==> config.mk <==
export PLATFORM = sky130hd
export DESIGN_NAME = vfr_ctrl
export DESIGN_NICKNAME = d
export VERILOG_FILES = /design/src/vfr_pkg.sv /design/src/vfr_ctrl.sv
export SDC_FILE = /design/constraint.sdc
export NUM_CORES = 1
export LEC_CHECK = 0
export ABC_CLOCK_PERIOD_IN_PS = 1600
export BUFFER_PORTS_ARGS = -buffer_cell sky130_fd_sc_hd__buf_2
export CAP_MARGIN = 20
export CORE_MARGIN = 2
export CORE_UTILIZATION = 26
export DETAILED_ROUTE_END_ITERATION = 10
export GPL_TIMING_DRIVEN = 0
export REMOVE_ABC_BUFFERS = 1
export SETUP_SLACK_MARGIN = 0.02
export SLEW_MARGIN = 30
export SYNTH_ARGS = -nofsm -noshare
export SYNTH_HDL_FRONTEND = slang
export SYNTH_SLANG_ARGS = --single-unit
==> constraint.sdc <==
create_clock -name clk -period 1.6 [get_ports clk]
set_input_delay 0.16 -clock clk [delete_from_list [all_inputs] [get_ports clk]]
set_output_delay 0.16 -clock clk [all_outputs]
set_load 0.005 [all_outputs]
==> src/vfr_pkg.sv <==
`timescale 1ns / 1ps
// ----------------------------------------------------------------------------
// vfr_pkg
// Types, constants and the quarter-wave sine table of the V/f ramp voltage
// vector generator.
// ----------------------------------------------------------------------------
package vfr_pkg;

    localparam int FRAC_BITS       = 24;
    localparam int SINE_TABLE_BITS = 10;
    localparam longint MOD_GAIN_Q24 = 64'sd19372816;

    localparam int     TBL_N  = 1 << SINE_TABLE_BITS;
    localparam int     Q4     = TBL_N / 4;
    localparam int     QIDX_W = SINE_TABLE_BITS - 1;
    localparam longint ONE_Q  = 64'sd1 <<< FRAC_BITS;
    localparam longint PI_Q32 = 64'sd13493037705;

    localparam longint GAIN_Q64 = (MOD_GAIN_Q24 <<< FRAC_BITS) >>> 24;
    localparam longint INV_RAW  = (64'sd1 <<< (2 * FRAC_BITS)) / GAIN_Q64;
    localparam longint INV_SAT  = (INV_RAW > 64'sd2147483647) ? 64'sd2147483647 : INV_RAW;

    localparam logic signed [31:0] GAIN_Q   = 32'(GAIN_Q64);
    localparam logic signed [31:0] INV_GAIN = 32'(INV_SAT);
    localparam logic signed [31:0] DUTY_MAX = 32'((64'sd98 * ONE_Q) / 64'sd100);
    localparam logic signed [31:0] S32_MAX  = 32'sh7FFF_FFFF;
    localparam logic signed [31:0] S32_MIN  = 32'sh8000_0000;

    localparam int DIV_W = FRAC_BITS + 32;
    localparam int CNT_W = $clog2(DIV_W + 1);

    localparam int CFG_AW  = 5;
    localparam int PHASE_W = 24;

    typedef enum logic [2:0] {
        REG_FREQ_TARGET = 3'd0,
        REG_RAMP_TIME   = 3'd1,
        REG_VOLT_LOW    = 3'd2,
        REG_VOLT_HIGH   = 3'd3,
        REG_FREQ_LOW    = 3'd4,
        REG_FREQ_HIGH   = 3'd5,
        REG_TICK_PERIOD = 3'd6,
        REG_BUS_VOLTAGE = 3'd7
    } reg_idx_t;

    typedef enum logic [1:0] {
        MODE_OTHER   = 2'd0,
        MODE_READY   = 2'd1,
        MODE_RUNNING = 2'd2
    } run_mode_t;

    typedef enum logic [4:0] {
        STEP_DIV_FT,
        STEP_MUL_FN,
        STEP_DIV_SL,
        STEP_MUL_VR,
        STEP_MUL_PS,
        STEP_HOLD,
        STEP_READY,
        STEP_MUL_G,
        STEP_DIV_D,
        STEP_MUL_U1,
        STEP_MUL_U2,
        STEP_PHASE,
        STEP_SIN,
        STEP_COS,
        STEP_MUL_A,
        STEP_MUL_B
    } step_t;

    typedef enum logic [1:0] {
        UNIT_NONE,
        UNIT_MUL,
        UNIT_DIV
    } unit_t;

    typedef enum logic [1:0] {
        ST_IDLE,
        ST_ISSUE,
        ST_WAIT,
        ST_OUT
    } ctrl_state_t;

    typedef struct packed {
        logic [30:0] freq_target;
        logic [30:0] ramp_time;
        logic [30:0] volt_low;
        logic [30:0] volt_high;
        logic [30:0] freq_low;
        logic [30:0] freq_high;
        logic [30:0] tick_period;
        logic [30:0] bus_voltage;
    } cfg_t;

    typedef struct packed {
        logic  start;
        step_t step;
        logic  load_out;
    } dp_cmd_t;

    typedef struct packed {
        logic done;
        logic ramp_active;
    } dp_sts_t;

    typedef struct packed {
        logic signed [31:0]   volt_alpha;
        logic signed [31:0]   volt_beta;
        logic signed [31:0]   volt_out;
        logic signed [31:0]   freq_out;
        logic [PHASE_W-1:0]   phase;
        logic                 period_wrap;
    } out_pay_t;

    typedef logic signed [31:0] qtab_t [0:Q4];

    function automatic unit_t step_unit(input step_t s);
        unit_t u;
        case (s)
            STEP_DIV_FT, STEP_DIV_SL, STEP_DIV_D: u = UNIT_DIV;
            STEP_MUL_FN, STEP_MUL_VR, STEP_MUL_PS, STEP_MUL_G,
            STEP_MUL_U1, STEP_MUL_U2, STEP_MUL_A, STEP_MUL_B: u = UNIT_MUL;
            default: u = UNIT_NONE;
        endcase
        return u;
    endfunction

    function automatic logic signed [31:0] sat32(input logic signed [64:0] v);
        logic signed [31:0] r;
        if (v > 65'sd2147483647) begin
            r = S32_MAX;
        end else if (v < -65'sd2147483648) begin
            r = S32_MIN;
        end else begin
            r = v[31:0];
        end
        return r;
    endfunction

    function automatic longint taylor_div(input longint v, input int n);
        longint r;
        case (n)
            1:       r = v / 64'sd6;
            2:       r = v / 64'sd20;
            3:       r = v / 64'sd42;
            4:       r = v / 64'sd72;
            5:       r = v / 64'sd110;
            default: r = v / 64'sd156;
        endcase
        return r;
    endfunction

    function automatic qtab_t build_qtab();
        qtab_t  t;
        longint x;
        longint x2;
        longint term;
        longint sum;
        int     sh;
        for (int j = 0; j <= Q4; j++) begin
            x    = (PI_Q32 * longint'(j)) >>> (SINE_TABLE_BITS + 1);
            x2   = (x * x) >>> 30;
            term = x;
            sum  = x;
            for (int n = 1; n <= 6; n++) begin
                term = taylor_div((term * x2) >>> 30, n);
                sum  = ((n & 1) == 1) ? sum - term : sum + term;
            end
            if (sum < 0) begin
                sum = 0;
            end
            sh = 30 - FRAC_BITS;
            if (sh > 0) begin
                sum = (sum + (64'sd1 <<< (sh - 1))) >>> sh;
            end
            if (sum > ONE_Q) begin
                sum = ONE_Q;
            end
            t[j] = sum[31:0];
        end
        return t;
    endfunction

    localparam qtab_t QTAB = build_qtab();

    function automatic logic signed [31:0] sine_at(input logic [SINE_TABLE_BITS-1:0] k);
        logic [1:0]        quad;
        logic [QIDX_W-1:0] r;
        logic [QIDX_W-1:0] ri;
        logic signed [31:0] v;
        quad = k[SINE_TABLE_BITS-1 -: 2];
        r    = {1'b0, k[SINE_TABLE_BITS-3:0]};
        ri   = QIDX_W'(Q4) - r;
        case (quad)
            2'd0:    v = QTAB[r];
            2'd1:    v = QTAB[ri];
            2'd2:    v = -QTAB[r];
            default: v = -QTAB[ri];
        endcase
        return v;
    endfunction

endpackage

==> src/vfr_ctrl.sv <==
`timescale 1ns / 1ps
// ----------------------------------------------------------------------------
// vfr_ctrl
// Sequencer: accepts a tick, walks the ramp and vector steps on the datapath,
// and hands the finished transaction to the output register.
// ----------------------------------------------------------------------------
module vfr_ctrl
    import vfr_pkg::*;
(
    input  logic       clk,
    input  logic       rst_n,
    input  logic       in_valid,
    output logic       in_ready,
    input  logic [1:0] in_mode,
    output logic       out_valid,
    input  logic       out_ready,
    output dp_cmd_t    cmd,
    input  dp_sts_t    sts
);

    ctrl_state_t state_reg, state_next;
    step_t       step_reg, step_next;
    logic        ovalid_reg, ovalid_next;
    logic        slot_free;

    assign slot_free = !ovalid_reg || out_ready;

    always_ff @(posedge clk or negedge rst_n)
    begin
        if (!rst_n) begin
            state_reg  <= ST_IDLE;
            step_reg   <= STEP_MUL_G;
            ovalid_reg <= 1'b0;
        end else begin
            state_reg  <= state_next;
            step_reg   <= step_next;
            ovalid_reg <= ovalid_next;
        end
    end

    always_comb
    begin
        state_next   = state_reg;
        step_next    = step_reg;
        ovalid_next  = ovalid_reg && !out_ready;
        in_ready     = 1'b0;
        cmd.start    = 1'b0;
        cmd.step     = step_reg;
        cmd.load_out = 1'b0;
        case (state_reg)
            ST_IDLE:
            begin
                in_ready = 1'b1;
                if (in_valid) begin
                    state_next = ST_ISSUE;
                    case (in_mode)
                        MODE_RUNNING: step_next = sts.ramp_active ? STEP_DIV_FT : STEP_HOLD;
                        MODE_READY:   step_next = STEP_READY;
                        default:      step_next = STEP_MUL_G;
                    endcase
                end
            end
            ST_ISSUE:
            begin
                cmd.start  = 1'b1;
                state_next = ST_WAIT;
            end
            ST_WAIT:
            begin
                if (sts.done) begin
                    if (step_reg == STEP_MUL_B) begin
                        state_next = ST_OUT;
                    end else begin
                        state_next = ST_ISSUE;
                        case (step_reg)
                            STEP_DIV_FT: step_next = STEP_MUL_FN;
                            STEP_MUL_FN: step_next = STEP_DIV_SL;
                            STEP_DIV_SL: step_next = STEP_MUL_VR;
                            STEP_MUL_VR: step_next = STEP_MUL_PS;
                            STEP_MUL_G:  step_next = STEP_DIV_D;
                            STEP_DIV_D:  step_next = STEP_MUL_U1;
                            STEP_MUL_U1: step_next = STEP_MUL_U2;
                            STEP_MUL_U2: step_next = STEP_PHASE;
                            STEP_PHASE:  step_next = STEP_SIN;
                            STEP_SIN:    step_next = STEP_COS;
                            STEP_COS:    step_next = STEP_MUL_A;
                            STEP_MUL_A:  step_next = STEP_MUL_B;
                            default:     step_next = STEP_MUL_G;
                        endcase
                    end
                end
            end
            ST_OUT:
            begin
                if (slot_free) begin
                    cmd.load_out = 1'b1;
                    ovalid_next  = 1'b1;
                    state_next   = ST_IDLE;
                end
            end
            default: state_next = ST_IDLE;
        endcase
    end

    assign out_valid = ovalid_reg;

endmodule

After elaboration in Yosys (flattened, before gate mapping)
Memories as Yosys holds them, arrays and structs flattened.
Index checks and enable logic that the tools add are counted.
{ "word_totals": {"regBits": 8, "rom_bits": 64, "in_bits": 8, "output_inout_bits": 9, "word_cells": 40, "n_memories": 1} }
{ "op_classes": {"n_eq_ne": 10, "mux": 18, "reduce_logical": 8} }
{ "mem_list": {"columns": ["name", "depth", "width", "read_ports", "rd_ports_with_merged_regs", "write_ports", "line", "source"], "rows": [
  ["(name not given)", 16, 4, 1, 0, 0, "vfr_ctrl.sv:75", "case (step_reg)"]
]} }
{ "ops": {"columns": ["cell", "count"], "rows": [
  ["$mux 5", 4],
  ["$pmux 5 s2", 1],
  ["$mux 2", 4],
  ["$ne 2x2->1 const B", 4],
  ["$pmux 2 s4", 1],
  ["$eq 2x2->1 const B", 3],
  ["$mux 1", 6],
  ["$pmux 3 s2", 1],
  ["$eq 5x4->1 const B", 1],
  ["$eq 2x1->1 const B", 2],
  ["$reduce_and 4->1", 1],
  ["$mux 3", 1],
  ["$reduce_and 3->1", 1],
  ["$logic_not 1->1", 2],
  ["$logic_not 2->1", 1],
  ["$reduce_bool 2->1", 1],
  ["$logic_and 1x1->1", 1],
  ["$logic_or 1x1->1", 1]
]} }

Logic depth before layout (Yosys ltp)
Gate-level depths: netlist of run 1.
An unclocked memory read counts as a cell.
{ "depth": {"word_depth": 5, "ltp_mapped": 6, "mapped_depth_nobuf": 6} }

Worst setup path before layout of run 1
Ideal clock, no wire load.
{ "synth_timing": {"kind": "flip-flop to flip-flop", "from": "register step_reg[0]", "to": "register step_reg[1]", "setup_ns": 0.082, "arrival_time_ns": 1.535, "required_ns": 1.518, "path_slack_ns": -0.017, "path_stages_with_launch": 7, "n_path_buf": 0, "period_less_slack_ns": 1.617, "cell_sequence": "dfstp_2 -> inv_1 -> ha_1 -> nor2b_1 -> a311oi_1 -> a21oi_1 -> mux2_4"} }
{ "synth_via": {"elab_chain_len": 5, "elab_cells_between_ends": 8, "classes_between": "2 x eq/ne; 4 x mux; 1 x reduce/logical; 1 x memory"} }
{ "synth_lines": {"columns": ["element", "line", "source"], "rows": [
  ["from (decl)", "vfr_ctrl.sv:22", "step_t step_reg, step_next;"],
  ["from (signal assigned)", "vfr_ctrl.sv:36", "step_reg <= step_next;"],
  ["$mem_v2 16x4", null, null],
  ["$mux 5", "vfr_ctrl.sv:75", null],
  ["$mux 5", "vfr_ctrl.sv:71", "if (step_reg == STEP_MUL_B) begin"],
  ["$mux 5", "vfr_ctrl.sv:70", "if (sts.done) begin"],
  ["$pmux 5 s2", "vfr_ctrl.sv:50", "case (state_reg)"]
]} }
Parallel ways exist; a longest one is shown, timed or not. The select of a mux whose other input is x is not followed.
A chain may end at the register's enable or synchronous reset.

Worst setup path after layout of run 1
{ "layout_timing": {"from": "register step_reg[1]", "to": "register step_reg[2]"} }
Same word-level chain as after synthesis.

==> flow_summary_export.csv, run 1 <==
group,metric,value,unit
synthesis,synth_edf_count,0,
clocking,cts_buffers,3,
flow_run,maxCapViolations,0,
min_path,worstHoldPathType,"in2reg",
route,routedWlPerCell,11.1,um
synthesis,synth_cell_types,23,
route,vias,455,
sta,timing.final.crit_share,1.00,
synthesis,syn_area,543,um^2
place,hpwl,772,um
sta,rsz0062_at_grt,"yes",
route,first_pass_iters,2,
layout,area_growth,42.9,%
floorplan,dieWidth,49.7,um
clocking,path_clk_slew,0.05,ns
worst_setup_path,rr_endpoint,"step_reg[2]",
synthesis,netlist.area_leader.share,0.184,
clocking,cts.sinks,7,
sta,hold_viol,0,
layout,antenna_cells,0,
sta,setup_ws,-0.00558,ns
global_route,grt_pass1_vias,438,
worst_setup_path,start_kind,"flip-flop",
synthesis,synthCells,58,
run_status,violations,"negative setup slack",
layout,finish.utilization,0.395,
worst_setup_path,path_cells,"buf_4 > ha_4 > nand3_1 > nor2_2 > nor2_4 > mux2_4",
floorplan,fp.dieArea,0.00247,mm^2
worst_setup_path,rr_startpoint,"step_reg[1]",
worst_setup_path,r2r_setup_slack,-0.006,ns
worst_setup_path,ff2ff_path_depth,6,
place,postPlaceCellArea,639,um^2
pwr,ir_worst_vdd,991,uV
route,drtAntennaViolNets,0,
worst_setup_path,cp.arrival,1.78,ns
worst_setup_path,crit_slowest_cell,"dfstp_2",
floorplan,start_util,0.277,
synthesis,synth_top_cell_by_area,"dfrtp_1",
pwr,p_per_area,1870,mW/mm^2
worst_setup_path,crit_fanout,3,
min_path,whs_path_depth,2,
sta,hold_ws,0.0997,ns
synthesis,synth_warnings,0,
sta,skew,0.000869,ns
synthesis,seq_area_frac_synth,0.329,
floorplan,ioPinCount,17,
layout,largest_reg_flops,4,
place,gp_congestion,0.742,
layout,drive_gt1_frac,0.500,
worst_setup_path,cpPeakStageDelay,0.57,ns
global_route,antenna_found_initial,0,
layout,final_cell_area,776,um^2
worst_setup_path,cp.required,1.77,ns
synthesis,synthArstFlopShare,1.00,
synthesis,synthFlopType,"dfrtp_1",
route,dr.first_iter.drc_count,16,
route,viasPerCell,4.17,
synthesis,yosys-top-cells-count,"ha_1 (7), nand2_1 (6), nor2_1 (6)",
route,wl,1210,um
synthesis,synth_most_common_cell,"ha_1",
synthesis,ys_ff_latch,7,
global_route,grt_overflow,0,
synthesis,synthTopCellsByArea,"dfrtp_1 (18%), ha_1 (16%), dfstp_2 (15%)",
worst_setup_path,critPathKind,"reg2reg",
pwr,total_power,1.45,mW
floorplan,core_area,0.00196,mm^2
clocking,clk_latency,0.25,ns
pwr,leakagePower,0.381,nW
synthesis,syn_avg_cell_area,9.36,um^2
clocking,cts_buffer_depth,2,
global_route,grt_pass1_wl,1940,um
min_path,whs_endpoint,"step_reg[3]",
clocking,cts_tree,"built",
sta,max_freq,0.623,GHz
global_route,grt_use_total,0.103,
clocking,clockRootBuffer,"clkbuf_4",
sta,setup-violations-final,3,
min_path,hp-start,"in_valid",
clocking,ctsHtreeMaxLevel,1,
worst_setup_path,cp-end-kind,"flip-flop",
run_status,outcome,"finished with violations",
sta,period_minus_slack,1.61,ns
route,drc,0,
floorplan,num_rows,16,
global_route,grt_max_degree,10,
layout,final_nets,98,
floorplan,die_y,49.7,um
place,portBuffers,15,
sta,slew_viol_final,0,
place,place_ws,-0.0875,ns
[cell usage in the layout (no fill, tap or decap), types with 2 or more instances in the layout]
cell type,n
a21oi_1,3
nand2_1,6
a311oi_2,2
buf_4,6
dfrtp_1,4
nor2b_1,3
mux2_4,3
nor2_1,5
clkbuf_4,3
mux2i_1,2
dfstp_2,3
inv_1,3
nand2b_1,2
ha_4,2
ha_1,5
buf_2,15
[timing repair]
item | CTS | global route
buffers inserted | 4 | 2
hold buffers | 1 | 0
pin swaps | 2 | 3
gates resized for setup | 6 | 4
hold endpoints to repair | 7 | 0
setup endpoints to repair | 1 | 3
[metal layers]
layer | wire (um) | vias to the layer above | track usage
li1 | - | 238 | -
met1 | 595 | 207 | 0.146
met2 | 558 | 10 | 0.149
met3 | 52 | 0 | 0.0242
met4 | 0 | 0 | 0.0417
met5 | 0 | - | 0
[cells by family after synthesis]
| kind of cell | Yosys count | synth area share |
|---|---|---|
| compound gates | 7 | 0.0852 |
| fa+ha+maj | 7 | 0.161 |
| buf+inv | 6 | 0.0507 |
| flops | 7 | 0.330 |
| other cells | 1 | 0.00691 |
| mux | 5 | 0.120 |
| simple gates | 25 | 0.247 |
[worst max-delay path, delay by kind of cell, from the launching register on]
family / cells / cell delay, ns
buffers and inverters: 1 / 0.13
flip-flops: 1 / 0.57
multiplexers: 1 / 0.30
AND/OR/NAND/NOR: 3 / 0.39
adder cells (fa/ha/maj): 1 / 0.15
[metrics by stage]
stage	setup TNS (ns)	cells
after global routing	-0.145	109
after floorplan	-0.0185	56
after CTS	0	107
final	-0.0110	109
after global placement	-0.0842	98
after detailed placement	-0.0875	98
[report_power, final]
group	total [mW]	switching, mW	internal, mW
Clock	0.159	0.0636	0.0951
Combinational	0.862	0.371	0.491
Sequential	0.431	0.141	0.290
[final cells by class]
class	instances	area [um^2]
inverters	4	15.0
multi-input cells	45	392
fillers	212	1190
well taps	27	33.8
flip-flops and latches	7	179
repair buffers	22	130
clock buffers	4	26.3
[worst max path at each step]
stage	from	to	depth (start not counted)
2_1_floorplan	step_reg[0]	step_reg[1]	6
3_3_place_gp	step_reg[0]	step_reg[1]	6
3_5_place_dp	step_reg[0]	step_reg[1]	6
4_1_cts	step_reg[1]	step_reg[0]	6
5_1_grt	step_reg[1]	step_reg[1]	6
6_report	step_reg[1]	step_reg[2]	6
No activity file was read; power rests on OpenSTA's default activity.
==> inputs of run 2 (changes only) <==
- ABC_AREA: default -> 1
==> flow_summary_export.csv, run 2 <==
group,metric,value,unit
run_status,outcome,"complete, no violations",
sta,period_minus_slack,1.38,ns
layout,fillers,250,
layout,drive_gt1_frac,0.315,
synthesis,synthCells,93,
layout,area_growth,21.7,%
route,drtAntennaViolNets,0,
synthesis,synth_most_common_cell,"nand2_1",
global_route,grt_pass1_wl,1950,um
min_path,hp-start,"out_ready",
floorplan,core_area,0.00223,mm^2
clocking,cts_buffers,3,
place,portBuffers,15,
route,vias,591,
synthesis,synthFlopType,"dfrtp_1",
synthesis,synthTopCellsByArea,"nand2_1 (17%), dfrtp_1 (16%), ha_1 (14%)",
sta,hold_viol,0,
clocking,cts_buffer_depth,2,
clocking,path_clk_slew,0.05,ns
clocking,cts_setup_buffers,0,
synthesis,synth_edf_count,0,
layout,instances_no_fill,139,
worst_setup_path,cp.required,1.78,ns
synthesis,seq_area_frac_synth,0.288,
clocking,ctsHtreeMaxLevel,1,
clocking,cts_tree,"built",
pwr,p_per_area,1760,mW/mm^2
synthesis,yosys-top-cells-count,"nand2_1 (28), inv_1 (14), nor2_1 (11)",
synthesis,syn_avg_cell_area,6.69,um^2
synthesis,syn_area,622,um^2
min_path,worstHoldPathType,"in2reg",
pwr,ir_worst_vdd,602,uV
floorplan,fp.dieArea,0.00280,mm^2
clocking,clockRootBuffer,"clkbuf_4",
pwr,total_power,1.33,mW
worst_setup_path,cp-end-kind,"flip-flop",
floorplan,dieWidth,52.9,um
route,routedWlPerCell,8.04,um
place,gp_congestion,0.690,
route,drc,0,
route,viasPerCell,4.25,
layout,final_common_cell,"nand2_1",
sta,rsz0062_at_grt,"no",
global_route,antenna_found_initial,0,
global_route,grt_max_degree,11,
worst_setup_path,start_kind,"flip-flop",
place,hpwl,926,um
clocking,clk_latency,0.25,ns
flow_run,maxCapViolations,0,
floorplan,num_rows,17,
sta,setup_tns,0,ns
worst_setup_path,critPathKind,"reg2reg",
sta,slew_viol_final,0,
sta,hold_ws,0.177,ns
clocking,cts.sinks,7,
layout,multi_input_area,363,um^2
route,dr.first_iter.drc_count,12,
layout,seqCellArea,179,um^2
place,dp_cells,134,
route,first_pass_iters,4,
layout,layout_common_cells,"nand2_1 (28), buf_2 (15), inv_1 (14), nor2_1 (11), ha_1 (7)",
route,wl,1120,um
worst_setup_path,crit_fanout,8,
layout,largest_reg_flops,4,
synthesis,ys_ff_latch,7,
worst_setup_path,rr_startpoint,"step_reg[0]",
synthesis,synthArstFlopShare,1.00,
global_route,grt_overflow,0,
global_route,grt_use_total,0.0937,
synthesis,synth_top_cell_by_area,"nand2_1",
worst_setup_path,cp.arrival,1.56,ns
pwr,leakagePower,0.440,nW
worst_setup_path,cp-startpoint,"step_reg[0]",
global_route,grt_pass1_vias,478,
floorplan,die_y,52.9,um
synthesis,synth_cell_types,21,
sta,max_freq,0.726,GHz
sta,timing.final.crit_share,0.861,
layout,antenna_cells,0,
sta,setup-violations-final,0,
layout,final_nets,127,
synthesis,synth_warnings,0,
floorplan,ioPinCount,17,
floorplan,start_util,0.278,
synthesis,netlist.area_leader.share,0.169,
sta,skew,0.00189,ns
## run 2: cell count changes in the layout (fill, tap and decap cells not counted), moves of 4 or more
| cell | before | now |
|---|---|---|
| nor2_1 | 5 | 11 |
| nand2_2 | 0 | 4 |
| nand2_1 | 6 | 28 |
| buf_4 | 6 | 0 |
| inv_1 | 3 | 14 |
## run 2: cell type report
type	count	area share
Clock buffer	3	0.0298
Sequential cell	7	0.236
Tap cell	28	0.0463
Multi-Input combinational cell	66	0.479
Clock inverter	1	0.00661
Timing Repair Buffer	16	0.112
Inverter	18	0.0893
## run 2: logic make-up (layout without fill, tap and decap cells)
logic type                 after synthesis  after routing  share of synthesized area
DFF                                      7              7                      0.288
adders and majority gates                7              7                      0.141
buffers and inverters                   20             38                      0.129
other                                    1              1                    0.00603
and+or+nand+nor                         51             51                      0.370
AOI/OAI and AO/OA                        7              7                     0.0664
## run 2: power breakdown
group          total (mW)  switching, mW  internal, mW
logic               0.731          0.426         0.305
registers           0.446          0.149         0.297
clock network       0.156         0.0652        0.0912
total                1.33          0.640         0.694
## run 2: final timing paths
check                          endpoint  slack (ns)  depth (start not counted)
min reg2reg                 step_reg[1]        0.50                          2
max                         step_reg[2]        0.22                          8
min in group asynchronous  state_reg[1]        0.28                          2
min                           out_valid        0.18                          4
max reg2reg                 step_reg[2]        0.22                          8
max in group asynchronous   step_reg[2]        1.10                          2
## run 2: worst max-delay path: stages (launching register included)
cell	delay, ns
dfstp_2	0.59
ha_1	0.23
nand3_2	0.11
nand2_1	0.09
nand2_2	0.06
nand2_4	0.11
inv_2	0.03
nand2_1	0.05
nand2_1	0.05
## run 2: metrics by stage
step	instance area, um^2	util	worst slack [ns]
floorplan	609	-	0.318
global placement	719	0.322	0.226
detailed placement	719	0.322	0.219
CTS	757	0.339	0.200
global route	757	0.339	0.0890
finish	757	0.339	0.223
## run 2: what timing repair did
| item | CTS | global route |
|---|---|---|
| hold buffers | 1 | 0 |
| resized for setup | 0 | 0 |
| hold endpoints to repair | 7 | 0 |
## run 2: layer usage
layer / wire length [um] / part of all wire / up-vias / GRT usage
li1: - / - / 308 / -
met1: 496 / 0.44 / 273 / 0.113
met2: 583 / 0.52 / 10 / 0.156
met3: 37 / 0.033 / 0 / 0.0254
met4: 0 / 0 / 0 / 0.0385
met5: 0 / 0 / - / 0
